--- src/design/prkc_pkg.sv ---
package prkc_pkg;

  localparam int NUM_KNOBS  = 8;
  localparam int KNOB_CNT_W = (NUM_KNOBS > 1) ? $clog2(NUM_KNOBS) : 1;

  localparam int POT_W     = 12;
  localparam int IDX_W     = 3;
  localparam int MS_W      = 16;
  localparam int DT_W      = 8;
  localparam int CH_W      = 8;
  localparam int FLOOR_W   = 9;
  localparam int DVD_W     = MS_W + 1;
  localparam int STEP_W    = 5;
  localparam int CFG_IDX_W = 3;
  localparam int CFG_W     = 16;

  // serial divider step counts
  localparam logic [STEP_W-1:0] MOD_STEPS = STEP_W'(DVD_W);
  localparam logic [STEP_W-1:0] DIV_STEPS = STEP_W'(FLOOR_W);

  // register indexes on the config port
  localparam logic [CFG_IDX_W-1:0] REG_CATCH_TOL     = 3'd0;
  localparam logic [CFG_IDX_W-1:0] REG_FLASH_DUR     = 3'd1;
  localparam logic [CFG_IDX_W-1:0] REG_BREATHE_PER   = 3'd2;
  localparam logic [CFG_IDX_W-1:0] REG_BREATHE_FLOOR = 3'd3;
  localparam logic [CFG_IDX_W-1:0] REG_WHITE_RED     = 3'd4;
  localparam logic [CFG_IDX_W-1:0] REG_WHITE_GREEN   = 3'd5;
  localparam logic [CFG_IDX_W-1:0] REG_WHITE_BLUE    = 3'd6;
  localparam logic [CFG_IDX_W-1:0] REG_RECALL_RED    = 3'd7;

  // register reset values
  localparam logic [POT_W-1:0]   RST_CATCH_TOL     = 12'd123;
  localparam logic [MS_W-1:0]    RST_FLASH_DUR     = 16'd750;
  localparam logic [MS_W-1:0]    RST_BREATHE_PER   = 16'd1500;
  localparam logic [FLOOR_W-1:0] RST_BREATHE_FLOOR = 9'd102;
  localparam logic [CH_W-1:0]    RST_WHITE_RED     = 8'd179;
  localparam logic [CH_W-1:0]    RST_WHITE_GREEN   = 8'd230;
  localparam logic [CH_W-1:0]    RST_WHITE_BLUE    = 8'd230;
  localparam logic [CH_W-1:0]    RST_RECALL_RED    = 8'd255;

  localparam logic [FLOOR_W-1:0] Q8_ONE = 9'd256;

  typedef enum logic [2:0] {
    CMD_MOVE     = 3'd0,
    CMD_RECALL   = 3'd1,
    CMD_HOLD     = 3'd2,
    CMD_COMMIT   = 3'd3,
    CMD_SNAPSHOT = 3'd4,
    CMD_TICK     = 3'd5
  } cmd_t;

  typedef enum logic [1:0] {
    MODE_LIVE   = 2'd0,
    MODE_PRESET = 2'd1,
    MODE_ARMED  = 2'd2
  } mode_t;

  typedef enum logic [2:0] {
    OP_NONE,
    OP_MOVE_LIVE,
    OP_MOVE_CATCH,
    OP_REALIGN,
    OP_COMMIT_ALL,
    OP_WRITE
  } knob_op_t;

  typedef enum logic [2:0] {
    ST_IDLE,
    ST_MOD,
    ST_MUL,
    ST_DIV,
    ST_SCALE,
    ST_OUT
  } ctrl_state_t;

  typedef struct packed {
    logic [POT_W-1:0] live;
    logic [POT_W-1:0] saved;
    logic             aligned;
  } knob_t;

  localparam knob_t KNOB_RESET = '{live: '0, saved: '0, aligned: 1'b1};

  // what the head knob saw on a catch move
  typedef struct packed {
    logic on;
    logic was_aligned;
  } knob_evt_t;

  typedef struct packed {
    logic              start;
    logic [MS_W-1:0]   rem_init;
    logic [DVD_W-1:0]  dividend;
    logic [STEP_W-1:0] steps;
  } div_req_t;

  function automatic logic near_spot(input logic [POT_W-1:0] a,
                                     input logic [POT_W-1:0] b,
                                     input logic [POT_W-1:0] tol);
    logic [POT_W-1:0] diff;
    diff = (a > b) ? (a - b) : (b - a);
    return diff <= tol;
  endfunction

  function automatic logic idx_hit(input logic [KNOB_CNT_W-1:0] cnt,
                                   input logic [IDX_W-1:0] idx);
    return int'(cnt) == int'(idx);
  endfunction

endpackage

--- src/design/prkc_cell.sv ---
// One knob slot of the ring: loads its neighbor's entry on every shift.
module prkc_cell (
  input  logic            clk,
  input  logic            rst,
  input  logic            shift_en,
  input  prkc_pkg::knob_t din,
  output prkc_pkg::knob_t q
);

  always_ff @(posedge clk) begin
    if (rst) begin
      q <= prkc_pkg::KNOB_RESET;
    end else if (shift_en) begin
      q <= din;
    end
  end

endmodule

--- src/design/prkc_knob_op.sv ---
// Update applied to the knob entry leaving the ring head.
module prkc_knob_op (
  input  prkc_pkg::knob_op_t               op,
  input  logic                             hit,
  input  logic [prkc_pkg::POT_W-1:0]       pot_value,
  input  logic [prkc_pkg::POT_W-1:0]       tol,
  input  prkc_pkg::knob_t                  head,
  output prkc_pkg::knob_t                  result,
  output prkc_pkg::knob_evt_t              evt
);

  logic on_move;
  logic on_rest;

  always_comb begin
    on_move = prkc_pkg::near_spot(pot_value, head.saved, tol);
    on_rest = prkc_pkg::near_spot(head.live, head.saved, tol);
    evt.on          = on_move;
    evt.was_aligned = head.aligned;
    result          = head;
    unique case (op)
      prkc_pkg::OP_NONE: begin
      end
      prkc_pkg::OP_MOVE_LIVE: begin
        if (hit) result.live = pot_value;
      end
      prkc_pkg::OP_MOVE_CATCH: begin
        if (hit) begin
          result.live    = pot_value;
          result.aligned = on_move;
        end
      end
      prkc_pkg::OP_REALIGN: begin
        result.aligned = on_rest;
      end
      prkc_pkg::OP_COMMIT_ALL: begin
        result.saved   = head.live;
        result.aligned = 1'b1;
      end
      prkc_pkg::OP_WRITE: begin
        if (hit) begin
          result.saved   = pot_value;
          result.aligned = 1'b1;
        end
      end
      default: begin
      end
    endcase
  end

endmodule

--- src/design/prkc_divider.sv ---
// Restoring divider, one quotient bit per cycle, dividend shifted in MSB first.
module prkc_divider (
  input  logic                           clk,
  input  logic                           rst,
  input  prkc_pkg::div_req_t             req,
  input  logic [prkc_pkg::MS_W-1:0]      divisor,
  output logic                           done,
  output logic [prkc_pkg::MS_W-1:0]      rem,
  output logic [prkc_pkg::DVD_W-1:0]     quo
);

  logic                              busy;
  logic [prkc_pkg::STEP_W-1:0]       cnt;
  logic [prkc_pkg::DVD_W-1:0]        dvd;
  logic [prkc_pkg::DVD_W-1:0]        trial;
  logic [prkc_pkg::DVD_W-1:0]        diff;
  logic                              fits;

  always_comb begin
    trial = {rem, dvd[prkc_pkg::DVD_W-1]};
    fits  = trial >= {1'b0, divisor};
    diff  = trial - {1'b0, divisor};
  end

  always_ff @(posedge clk) begin
    if (rst) begin
      busy <= 1'b0;
      done <= 1'b0;
      cnt  <= '0;
    end else begin
      done <= 1'b0;
      if (req.start) begin
        busy <= 1'b1;
        cnt  <= req.steps;
      end else if (busy) begin
        cnt <= cnt - 1'b1;
        if (cnt == prkc_pkg::STEP_W'(1)) begin
          busy <= 1'b0;
          done <= 1'b1;
        end
      end
    end
  end

  // remainder stays below the divisor, so 16 bits hold it
  always_ff @(posedge clk) begin
    if (req.start) begin
      rem <= req.rem_init;
      dvd <= req.dividend;
      quo <= '0;
    end else if (busy) begin
      rem <= fits ? diff[prkc_pkg::MS_W-1:0] : trial[prkc_pkg::MS_W-1:0];
      dvd <= {dvd[prkc_pkg::DVD_W-2:0], 1'b0};
      quo <= {quo[prkc_pkg::DVD_W-2:0], fits};
    end
  end

endmodule

--- src/design/preset_recall_knob_catch_fsm.sv ---
// Channel  | Dir | Handshake          | Contents
// ---------+-----+--------------------+-------------------------------------------
// s_       | in  | s_tvalid/s_tready  | one command: knob move, recall, hold,
//          |     |                    | element write, ms tick
// m_       | out | m_tvalid/m_tready  | mode, LED on and RGB, saved value readback
// cfg_     | in  | cfg_valid/cfg_ready| register index and write data
//
// Every command passes through the serial divider from transfer to result: a
// 17-step modulo then a 9-step divide for the breathe level. The knob ring
// sweep overlaps the modulo.
// One item is in flight at a time; s_tready is high only when the core is idle.
// A finished result waits in the output register, and the next item may be
// taken meanwhile; it completes only once the register has been read.
// rst is synchronous: knobs, mode and timers return to their idle values and
// all config registers to their defaults. cfg_ready is always high.
module preset_recall_knob_catch_fsm (
  input  logic        clk,
  input  logic        rst,
  // [2:0] pot_index, [14:3] pot_value, [22:15] elapsed_ms, [23] zero
  input  logic [23:0] s_tdata,
  // [2:0] cmd
  input  logic [2:0]  s_tuser,
  input  logic        s_tlast,
  input  logic        s_tvalid,
  output logic        s_tready,
  // [1:0] mode_now, [2] led_on, [10:3] led_red, [18:11] led_green,
  // [26:19] led_blue, [38:27] saved_value, [39] zero
  output logic [39:0] m_tdata,
  output logic        m_tvalid,
  input  logic        m_tready,
  input  logic        cfg_valid,
  output logic        cfg_ready,
  input  logic [2:0]  cfg_index,
  input  logic [15:0] cfg_data
);

  localparam logic [prkc_pkg::KNOB_CNT_W-1:0] KNOB_LAST =
    prkc_pkg::KNOB_CNT_W'(prkc_pkg::NUM_KNOBS - 1);

  // ---------------------------------------------------------------- inputs
  logic [prkc_pkg::IDX_W-1:0] in_idx;
  logic [prkc_pkg::POT_W-1:0] in_val;
  logic [prkc_pkg::DT_W-1:0]  in_dt;
  logic [2:0]                 in_cmd;
  logic                       in_last;

  assign in_idx  = s_tdata[2:0];
  assign in_val  = s_tdata[14:3];
  assign in_dt   = s_tdata[22:15];
  assign in_cmd  = s_tuser;
  assign in_last = s_tlast;

  // ------------------------------------------------------- config registers
  logic [prkc_pkg::POT_W-1:0]   catch_tol;
  logic [prkc_pkg::MS_W-1:0]    flash_dur;
  logic [prkc_pkg::MS_W-1:0]    breathe_per;
  logic [prkc_pkg::FLOOR_W-1:0] breathe_floor;
  logic [prkc_pkg::CH_W-1:0]    white_red;
  logic [prkc_pkg::CH_W-1:0]    white_green;
  logic [prkc_pkg::CH_W-1:0]    white_blue;
  logic [prkc_pkg::CH_W-1:0]    recall_red;

  assign cfg_ready = 1'b1;

  always_ff @(posedge clk) begin
    if (rst) begin
      catch_tol     <= prkc_pkg::RST_CATCH_TOL;
      flash_dur     <= prkc_pkg::RST_FLASH_DUR;
      breathe_per   <= prkc_pkg::RST_BREATHE_PER;
      breathe_floor <= prkc_pkg::RST_BREATHE_FLOOR;
      white_red     <= prkc_pkg::RST_WHITE_RED;
      white_green   <= prkc_pkg::RST_WHITE_GREEN;
      white_blue    <= prkc_pkg::RST_WHITE_BLUE;
      recall_red    <= prkc_pkg::RST_RECALL_RED;
    end else if (cfg_valid && cfg_ready) begin
      unique case (cfg_index)
        prkc_pkg::REG_CATCH_TOL:     catch_tol     <= cfg_data[11:0];
        prkc_pkg::REG_FLASH_DUR:     flash_dur     <= cfg_data;
        prkc_pkg::REG_BREATHE_PER:   breathe_per   <= cfg_data;
        prkc_pkg::REG_BREATHE_FLOOR: breathe_floor <= cfg_data[8:0];
        prkc_pkg::REG_WHITE_RED:     white_red     <= cfg_data[7:0];
        prkc_pkg::REG_WHITE_GREEN:   white_green   <= cfg_data[7:0];
        prkc_pkg::REG_WHITE_BLUE:    white_blue    <= cfg_data[7:0];
        prkc_pkg::REG_RECALL_RED:    recall_red    <= cfg_data[7:0];
        default: begin
        end
      endcase
    end
  end

  // floor above unity counts as unity
  logic [prkc_pkg::FLOOR_W-1:0] floor_cl;
  logic [prkc_pkg::FLOOR_W-1:0] floor_span;
  logic                         per_zero;

  assign floor_cl   = (breathe_floor > prkc_pkg::Q8_ONE) ? prkc_pkg::Q8_ONE : breathe_floor;
  assign floor_span = prkc_pkg::Q8_ONE - floor_cl;
  assign per_zero   = (breathe_per == '0);

  // ------------------------------------------------------------- knob ring
  // Entries rotate one slot toward the head per shift; the head entry passes
  // through the update logic into the tail. After NUM_KNOBS shifts every knob
  // is back in its own slot.
  prkc_pkg::knob_t     ring_q [prkc_pkg::NUM_KNOBS];
  prkc_pkg::knob_t     knob_new;
  prkc_pkg::knob_evt_t knob_evt;
  logic                shift_en;
  logic                hit;

  for (genvar j = 0; j < prkc_pkg::NUM_KNOBS; j++) begin : g_ring
    if (j == prkc_pkg::NUM_KNOBS - 1) begin : g_tail
      prkc_cell u_cell (
        .clk      (clk),
        .rst      (rst),
        .shift_en (shift_en),
        .din      (knob_new),
        .q        (ring_q[j])
      );
    end else begin : g_link
      prkc_cell u_cell (
        .clk      (clk),
        .rst      (rst),
        .shift_en (shift_en),
        .din      (ring_q[j+1]),
        .q        (ring_q[j])
      );
    end
  end

  // ------------------------------------------------------------ item state
  prkc_pkg::ctrl_state_t state, state_next;
  prkc_pkg::mode_t       cur_mode, mode_next;
  prkc_pkg::mode_t       mode_before_arm, mba_next;
  prkc_pkg::knob_op_t    op_q, op_next;
  logic                  has_saved, has_saved_next;
  logic [prkc_pkg::MS_W-1:0] flash_left, flash_next;
  logic [prkc_pkg::MS_W-1:0] breathe_pos, pos_next;
  logic                  sweeping, sweeping_next;
  logic [prkc_pkg::KNOB_CNT_W-1:0] kcnt, kcnt_next;

  logic [2:0]                 cmd_q;
  logic [prkc_pkg::IDX_W-1:0] idx_q;
  logic [prkc_pkg::POT_W-1:0] val_q;
  logic [prkc_pkg::POT_W-1:0] saved_rd;
  logic [prkc_pkg::MS_W-1:0]  n_q, n_next;
  logic [prkc_pkg::FLOOR_W-1:0] k_q, k_next;
  logic [prkc_pkg::CH_W-1:0]  r_s, g_s, b_s;

  logic accept;
  logic load_out;

  assign hit = prkc_pkg::idx_hit(kcnt, idx_q);

  prkc_knob_op u_knob_op (
    .op        (op_q),
    .hit       (hit),
    .pot_value (val_q),
    .tol       (catch_tol),
    .head      (ring_q[0]),
    .result    (knob_new),
    .evt       (knob_evt)
  );

  // ------------------------------------------------------ shared divider
  prkc_pkg::div_req_t            div_req;
  logic                          div_done;
  logic [prkc_pkg::MS_W-1:0]     div_rem;
  logic [prkc_pkg::DVD_W-1:0]    div_quo;

  prkc_divider u_divider (
    .clk     (clk),
    .rst     (rst),
    .req     (div_req),
    .divisor (breathe_per),
    .done    (div_done),
    .rem     (div_rem),
    .quo     (div_quo)
  );

  // triangle position from the reduced breathe time
  logic [prkc_pkg::MS_W-1:0]  tri_t;
  logic [prkc_pkg::DVD_W-1:0] tri_2t;
  logic [prkc_pkg::DVD_W-1:0] tri_2p;
  logic [24:0]                brt_prod;

  assign tri_t    = per_zero ? '0 : div_rem;
  assign tri_2t   = {tri_t, 1'b0};
  assign tri_2p   = {breathe_per, 1'b0};
  assign brt_prod = 25'(floor_span) * 25'(n_q);

  always_comb begin
    state_next     = state;
    mode_next      = cur_mode;
    mba_next       = mode_before_arm;
    has_saved_next = has_saved;
    flash_next     = flash_left;
    pos_next       = breathe_pos;
    op_next        = op_q;
    sweeping_next  = sweeping;
    kcnt_next      = kcnt;
    n_next         = n_q;
    k_next         = k_q;
    div_req        = '0;
    accept         = 1'b0;
    load_out       = 1'b0;
    shift_en       = 1'b0;

    // ring sweep runs alongside the arithmetic
    if (sweeping) begin
      shift_en  = 1'b1;
      kcnt_next = kcnt + 1'b1;
      if (kcnt == KNOB_LAST) begin
        sweeping_next = 1'b0;
        kcnt_next     = '0;
      end
      if (hit && op_q == prkc_pkg::OP_MOVE_CATCH) begin
        if (knob_evt.on && !knob_evt.was_aligned) begin
          flash_next = flash_dur;
        end else if (!knob_evt.on && knob_evt.was_aligned) begin
          flash_next = '0;
        end
      end
    end

    unique case (state)
      prkc_pkg::ST_IDLE: begin
        if (s_tvalid) begin
          accept        = 1'b1;
          state_next    = prkc_pkg::ST_MOD;
          sweeping_next = 1'b1;
          kcnt_next     = '0;
          op_next       = prkc_pkg::OP_NONE;
          unique case (in_cmd) inside
            prkc_pkg::CMD_MOVE: begin
              op_next = (cur_mode == prkc_pkg::MODE_PRESET) ?
                        prkc_pkg::OP_MOVE_CATCH : prkc_pkg::OP_MOVE_LIVE;
            end
            prkc_pkg::CMD_RECALL: begin
              if (cur_mode == prkc_pkg::MODE_PRESET) begin
                mode_next = prkc_pkg::MODE_LIVE;
              end else if (cur_mode == prkc_pkg::MODE_ARMED) begin
                // cancel: back where hold was pressed
                mode_next = mode_before_arm;
                if (mode_before_arm == prkc_pkg::MODE_PRESET) begin
                  op_next = prkc_pkg::OP_REALIGN;
                end
              end else if (has_saved) begin
                mode_next = prkc_pkg::MODE_PRESET;
                op_next   = prkc_pkg::OP_REALIGN;
              end
            end
            prkc_pkg::CMD_HOLD: begin
              if (cur_mode == prkc_pkg::MODE_ARMED) begin
                op_next        = prkc_pkg::OP_COMMIT_ALL;
                has_saved_next = 1'b1;
                mode_next      = prkc_pkg::MODE_PRESET;
              end else begin
                mba_next  = cur_mode;
                mode_next = prkc_pkg::MODE_ARMED;
                pos_next  = '0;
              end
            end
            prkc_pkg::CMD_COMMIT, prkc_pkg::CMD_SNAPSHOT: begin
              op_next = prkc_pkg::OP_WRITE;
              if (in_last) begin
                has_saved_next = 1'b1;
                if (in_cmd == prkc_pkg::CMD_COMMIT) mode_next = prkc_pkg::MODE_PRESET;
              end
            end
            prkc_pkg::CMD_TICK: begin
              if (flash_left != '0) begin
                flash_next = (flash_left > prkc_pkg::MS_W'(in_dt)) ?
                             flash_left - prkc_pkg::MS_W'(in_dt) : '0;
              end
            end
            default: begin
            end
          endcase
          // reduce the breathe time modulo the current period
          div_req.start    = 1'b1;
          div_req.rem_init = '0;
          div_req.dividend = (in_cmd == prkc_pkg::CMD_TICK) ?
                             ({1'b0, breathe_pos} + prkc_pkg::DVD_W'(in_dt)) :
                             {1'b0, pos_next};
          div_req.steps    = prkc_pkg::MOD_STEPS;
        end
      end
      prkc_pkg::ST_MOD: begin
        if (div_done) begin
          if (cmd_q == prkc_pkg::CMD_TICK) pos_next = tri_t;
          n_next     = (tri_2t < {1'b0, breathe_per}) ?
                       tri_2t[prkc_pkg::MS_W-1:0] :
                       prkc_pkg::MS_W'(tri_2p - tri_2t);
          state_next = prkc_pkg::ST_MUL;
        end
      end
      prkc_pkg::ST_MUL: begin
        // quotient stays at or below 256, so the top 15 bits start below P
        div_req.start    = 1'b1;
        div_req.rem_init = {1'b0, brt_prod[23:9]};
        div_req.dividend = {brt_prod[8:0], 8'b0};
        div_req.steps    = prkc_pkg::DIV_STEPS;
        state_next       = prkc_pkg::ST_DIV;
      end
      prkc_pkg::ST_DIV: begin
        if (div_done) begin
          k_next     = per_zero ? floor_cl : floor_cl + div_quo[prkc_pkg::FLOOR_W-1:0];
          state_next = prkc_pkg::ST_SCALE;
        end
      end
      prkc_pkg::ST_SCALE: begin
        state_next = prkc_pkg::ST_OUT;
      end
      prkc_pkg::ST_OUT: begin
        if (!sweeping && (!m_tvalid || m_tready)) begin
          load_out   = 1'b1;
          state_next = prkc_pkg::ST_IDLE;
        end
      end
      default: begin
        state_next = prkc_pkg::ST_IDLE;
      end
    endcase
  end

  assign s_tready = (state == prkc_pkg::ST_IDLE);

  always_ff @(posedge clk) begin
    if (rst) begin
      state           <= prkc_pkg::ST_IDLE;
      cur_mode        <= prkc_pkg::MODE_LIVE;
      mode_before_arm <= prkc_pkg::MODE_LIVE;
      has_saved       <= 1'b0;
      flash_left      <= '0;
      breathe_pos     <= '0;
      op_q            <= prkc_pkg::OP_NONE;
      sweeping        <= 1'b0;
      kcnt            <= '0;
    end else begin
      state           <= state_next;
      cur_mode        <= mode_next;
      mode_before_arm <= mba_next;
      has_saved       <= has_saved_next;
      flash_left      <= flash_next;
      breathe_pos     <= pos_next;
      op_q            <= op_next;
      sweeping        <= sweeping_next;
      kcnt            <= kcnt_next;
    end
  end

  function automatic logic [prkc_pkg::CH_W-1:0] scale_q8(
      input logic [prkc_pkg::CH_W-1:0]    c,
      input logic [prkc_pkg::FLOOR_W-1:0] k);
    logic [16:0] v;
    v = 17'(c) * 17'(k) + 17'd128;
    return (v[16:8] > 9'd255) ? 8'hFF : v[15:8];
  endfunction

  // item payload
  always_ff @(posedge clk) begin
    n_q <= n_next;
    k_q <= k_next;
    if (accept) begin
      cmd_q    <= in_cmd;
      idx_q    <= in_idx;
      val_q    <= in_val;
      saved_rd <= '0;
    end else if (sweeping && hit) begin
      saved_rd <= knob_new.saved;
    end
    if (state == prkc_pkg::ST_SCALE) begin
      r_s <= scale_q8(white_red, k_q);
      g_s <= scale_q8(white_green, k_q);
      b_s <= scale_q8(white_blue, k_q);
    end
  end

  // ---------------------------------------------------------- result
  logic [prkc_pkg::CH_W-1:0] led_r, led_g, led_b;

  always_comb begin
    if (cur_mode == prkc_pkg::MODE_ARMED) begin
      led_r = r_s;
      led_g = g_s;
      led_b = b_s;
    end else if (flash_left != '0) begin
      led_r = white_red;
      led_g = white_green;
      led_b = white_blue;
    end else begin
      led_r = recall_red;
      led_g = '0;
      led_b = '0;
    end
  end

  always_ff @(posedge clk) begin
    if (rst) begin
      m_tvalid <= 1'b0;
    end else if (load_out) begin
      m_tvalid <= 1'b1;
    end else if (m_tready) begin
      m_tvalid <= 1'b0;
    end
  end

  always_ff @(posedge clk) begin
    if (load_out) begin
      m_tdata <= {1'b0, saved_rd, led_b, led_g, led_r,
                  (cur_mode != prkc_pkg::MODE_LIVE), cur_mode};
    end
  end

endmodule

--- config.mk ---
export PLATFORM = sky130hd
export DESIGN_NAME = preset_recall_knob_catch_fsm
export DESIGN_NICKNAME = d
export VERILOG_FILES = /design/src/design/prkc_pkg.sv /design/src/design/prkc_cell.sv /design/src/design/prkc_knob_op.sv /design/src/design/prkc_divider.sv /design/src/design/preset_recall_knob_catch_fsm.sv
export SDC_FILE = /design/constraint.sdc
export NUM_CORES = 2
export LEC_CHECK = 0
export BUFFER_PORTS_ARGS = -buffer_cell sky130_fd_sc_hd__buf_2
export CORE_MARGIN = 2
export CORE_UTILIZATION = 58
export CTS_CLUSTER_SIZE = 24
export DETAILED_ROUTE_END_ITERATION = 6
export PLACE_DENSITY = 0.79
export SYNTH_ARGS = -nofsm -noshare
export SYNTH_HDL_FRONTEND = slang
export SYNTH_SLANG_ARGS = --single-unit
--- constraint.sdc ---
create_clock -name clk -period 6.1 [get_ports clk]
set_input_delay 0.915 -clock clk [delete_from_list [all_inputs] [get_ports clk]]
set_output_delay 0.915 -clock clk [all_outputs]
set_load 0.03 [all_outputs]
==> metrics.txt <==
status completed; most frequent cells in the layout nand2_1 (454), inv_1 (413), nor2_1 (370); Remaining DRCs 0; antenna violations before repair 3; most common library cell in the layout ignoring fill and taps nand2_1; pre-CTS setup slack -47.8 ps; TritonCTS Sinks 499; post-synthesis net count 4568; Final period util 97.0%; worst hold path cell count 0; Initial Util 58.4%; CP Max Fanout 7; clock tree from TritonCTS done; synth warn 0; Finished Cell Area 39400 sq um; hpwl dp 63.6 mm; worst slew pin tran 1160 ps; WHS 437 ps; met2 Use GR 46.3%; Clock Latency Late Sink 640 ps; final instance count without filler cells 4870; Max-Cap Viols 0; Cell Chain, Critical Path or4_4 -> nor2_4 -> nand2_2 -> xnor2_1 -> nor2_1 -> buf_4 -> buf_4 -> buf_4 -> and2_1 -> fa_1 -> fa_1 -> fa_1 -> inv_1 -> fa_1 -> inv_1 -> ha_4 -> nor2b_1 -> nor4b_2 -> a21oi_2 -> a211o_1 -> o31ai_2 -> xnor2_1 -> o22ai_1; Routed wire per std cell 18.0 um; Netlist Area Pre-Place 35900 sq um; post-synthesis cell count 3990; nets@finish 4613; Max VDD drop 282 uV; Mean Syn Cell Area 9.00 sq um; Final Max Slew Viols 0; Seq/Total Area, Yosys 31.7%; Final GP Congestion 0.915; Post-synth EDFFs 138; class of the worst hold path flip-flop to flip-flop; # H-tree levels 2; drt first pass iters 6; final-layout fill cell count 4970; Reg2Reg Depth 23; Power Density 269 nW/um^2; vias in the first global route 27531; row cnt 91; crit path time final 5920 ps; slowest CP cell or4_4; Core Footprint 61500 sq um; most used routing layer met2; DR vias/cell 5.76; CP top delay family adder cells; Finished Core Util 64.1%; cts bufs inserted 55; async set or reset register ratio after synthesis 0%; CP startpoint kind flip-flop; WP data required 6450 ps; synth top area cells dfxtp_1 (20%), fa_1 (12%), edfxtp_1 (12%); Critical Path Stages 23; setup violators final 0; Static Leak 17.5 nW; Rel. slew slack 22.3%; Final ANT Viol Nets 0; Layout Skew 50.4 ps; post-synth cell types 88; dpl cell area 37200 sq um; Top FF cell, synth dfxtp_1; Root Driver clkbuf_16; Power Total 10.6 mW; Fmax 0.169 GHz; Critical Path Most Common Cell fa_1; area delta synth->final 9.84%; layout cells sized above 1 8.77%; M3 GR Usage 3.71%; crit path kind flip-flop to flip-flop; Max clock buf depth 3; area share of the largest cell type after synthesis 20.1%; CP bufs+invs 5; Setup WS post-layout 180 ps; grt ovf 0; CTS clk-pin slew, worst paths 60 ps; Die Area 63900 sq um; Routed WL 87.6 mm; global-route wire length before repair 142 mm; die height 253 um; I/O Pins 95; total track usage 27.6%; DP Cell Count 4760; area leader, netlist dfxtp_1; Iter 0 DRT Violations 1927; Antenna Cells 0; reg2reg setup slack 180 ps; vias 28071; Hold Buf Count CTS 0; die width 253 um; endpoint class of the critical path flip-flop; Final Hold Vio Count 0; met1 GRT Util 36.6%; crit-path max cell delay 560 ps; synthesis-stage register bit count 499; setup_tns 0 ps; Port Buffers 91; largest net degree at the start of global routing 117; Critical Path AT 6270 ps
power by group:
part / switching (mW) / internal [mW] / total (mW)
clock network: 1.46 / 2.04 / 3.50
logic: 1.89 / 1.45 / 3.34
registers: 0.133 / 3.62 / 3.75
total: 3.48 / 7.11 / 10.6
cell families after synthesis:
| group | after synthesis | share of synthesized area, % |
|---|---|---|
| fa+ha+maj | 526 | 23.0 |
| xor+xnor | 101 | 2.46 |
| buf+inv | 623 | 6.69 |
| compound gates | 643 | 11.4 |
| flops | 499 | 31.7 |
| other cells | 2 | 0.0209 |
| simple gates | 1325 | 17.2 |
| mux | 271 | 7.58 |
area by class of cell:
cell class / count / area (sq um) / area share (%)
multi-input cells: 2868 / 22300 / 56.7
clock inverters: 27 / 278 / 0.705
repair buffers: 191 / 1220 / 3.10
inverters: 420 / 1580 / 4.00
well taps: 790 / 988 / 2.51
clock buffers: 75 / 1650 / 4.18
flip-flops and latches: 499 / 11400 / 28.9
synth_stat cells (all sizes together), types with 6 or more instances:
| cell | number |
|---|---|
| a2111oi | 6 |
| a211oi | 32 |
| a21o | 54 |
| a21oi | 188 |
| a221oi | 11 |
| a22oi | 28 |
| a31oi | 16 |
| and2 | 184 |
| and3 | 30 |
| buf | 49 |
| clkbuf | 154 |
| dfxtp | 361 |
| edfxtp | 138 |
| fa | 223 |
| ha | 303 |
| inv | 419 |
| mux2 | 7 |
| mux2i | 264 |
| nand2 | 461 |
| nand2b | 32 |
| nand3 | 62 |
| nand4 | 20 |
| nor2 | 372 |
| nor2b | 39 |
| nor3 | 56 |
| nor3b | 6 |
| nor4 | 11 |
| o2111ai | 7 |
| o211ai | 29 |
| o21a | 34 |
| o21ai | 141 |
| o22ai | 20 |
| o31ai | 15 |
| or2 | 9 |
| or3 | 20 |
| or4 | 8 |
| xnor2 | 63 |
| xor2 | 38 |
final timing paths:
| check | from | end |
|---|---|---|
| min reg2reg | saved_rd[8] | m_tdata[35] |
| max | breathe_floor[4] | u_divider.rem[14] |
| min | saved_rd[8] | m_tdata[35] |
| max reg2reg | breathe_floor[4] | u_divider.rem[14] |
worst reg2reg max path, cell delays in order, from the launching register on:
cell and delay, ps:
dfxtp_1 310, or4_4 560, nor2_4 140, nand2_2 50, xnor2_1 130, nor2_1 60, buf_4 160, buf_4 140
buf_4 130, and2_1 160, fa_1 530, fa_1 460, fa_1 560, inv_1 60, fa_1 540, inv_1 70
ha_4 240, nor2b_1 160, nor4b_2 290, a21oi_2 100, a211o_1 330, o31ai_2 250, xnor2_1 160, o22ai_1 80
layer usage:
metal,up-vias,wire [um]
li1,13493,-
met1,13544,37800
met2,843,41600
met3,187,5200
met4,4,2960
met5,-,28
sequential cells by signal (all words and copies together) (netlist names), 15 cells and up:
| signal | flops |
|---|---|
| g_ring.g_link.u_cell.q | 175 |
| n_q | 15 |
| flash_left | 16 |
| u_divider.dvd | 17 |
| flash_dur | 16 |
| u_divider.rem | 16 |
| g_ring.g_tail.u_cell.q | 25 |
| breathe_per | 16 |
| m_tdata | 39 |
| breathe_pos | 16 |
timing repair:
action                                  4_1_cts  5_1_grt
cloned                                        0        1
pin swaps                                     1       40
endpoints found under the setup margin        2        4
gates resized for setup                       4       33
setup buffers                                 1        6
Note: power is estimated with default switching activity, not from simulation.
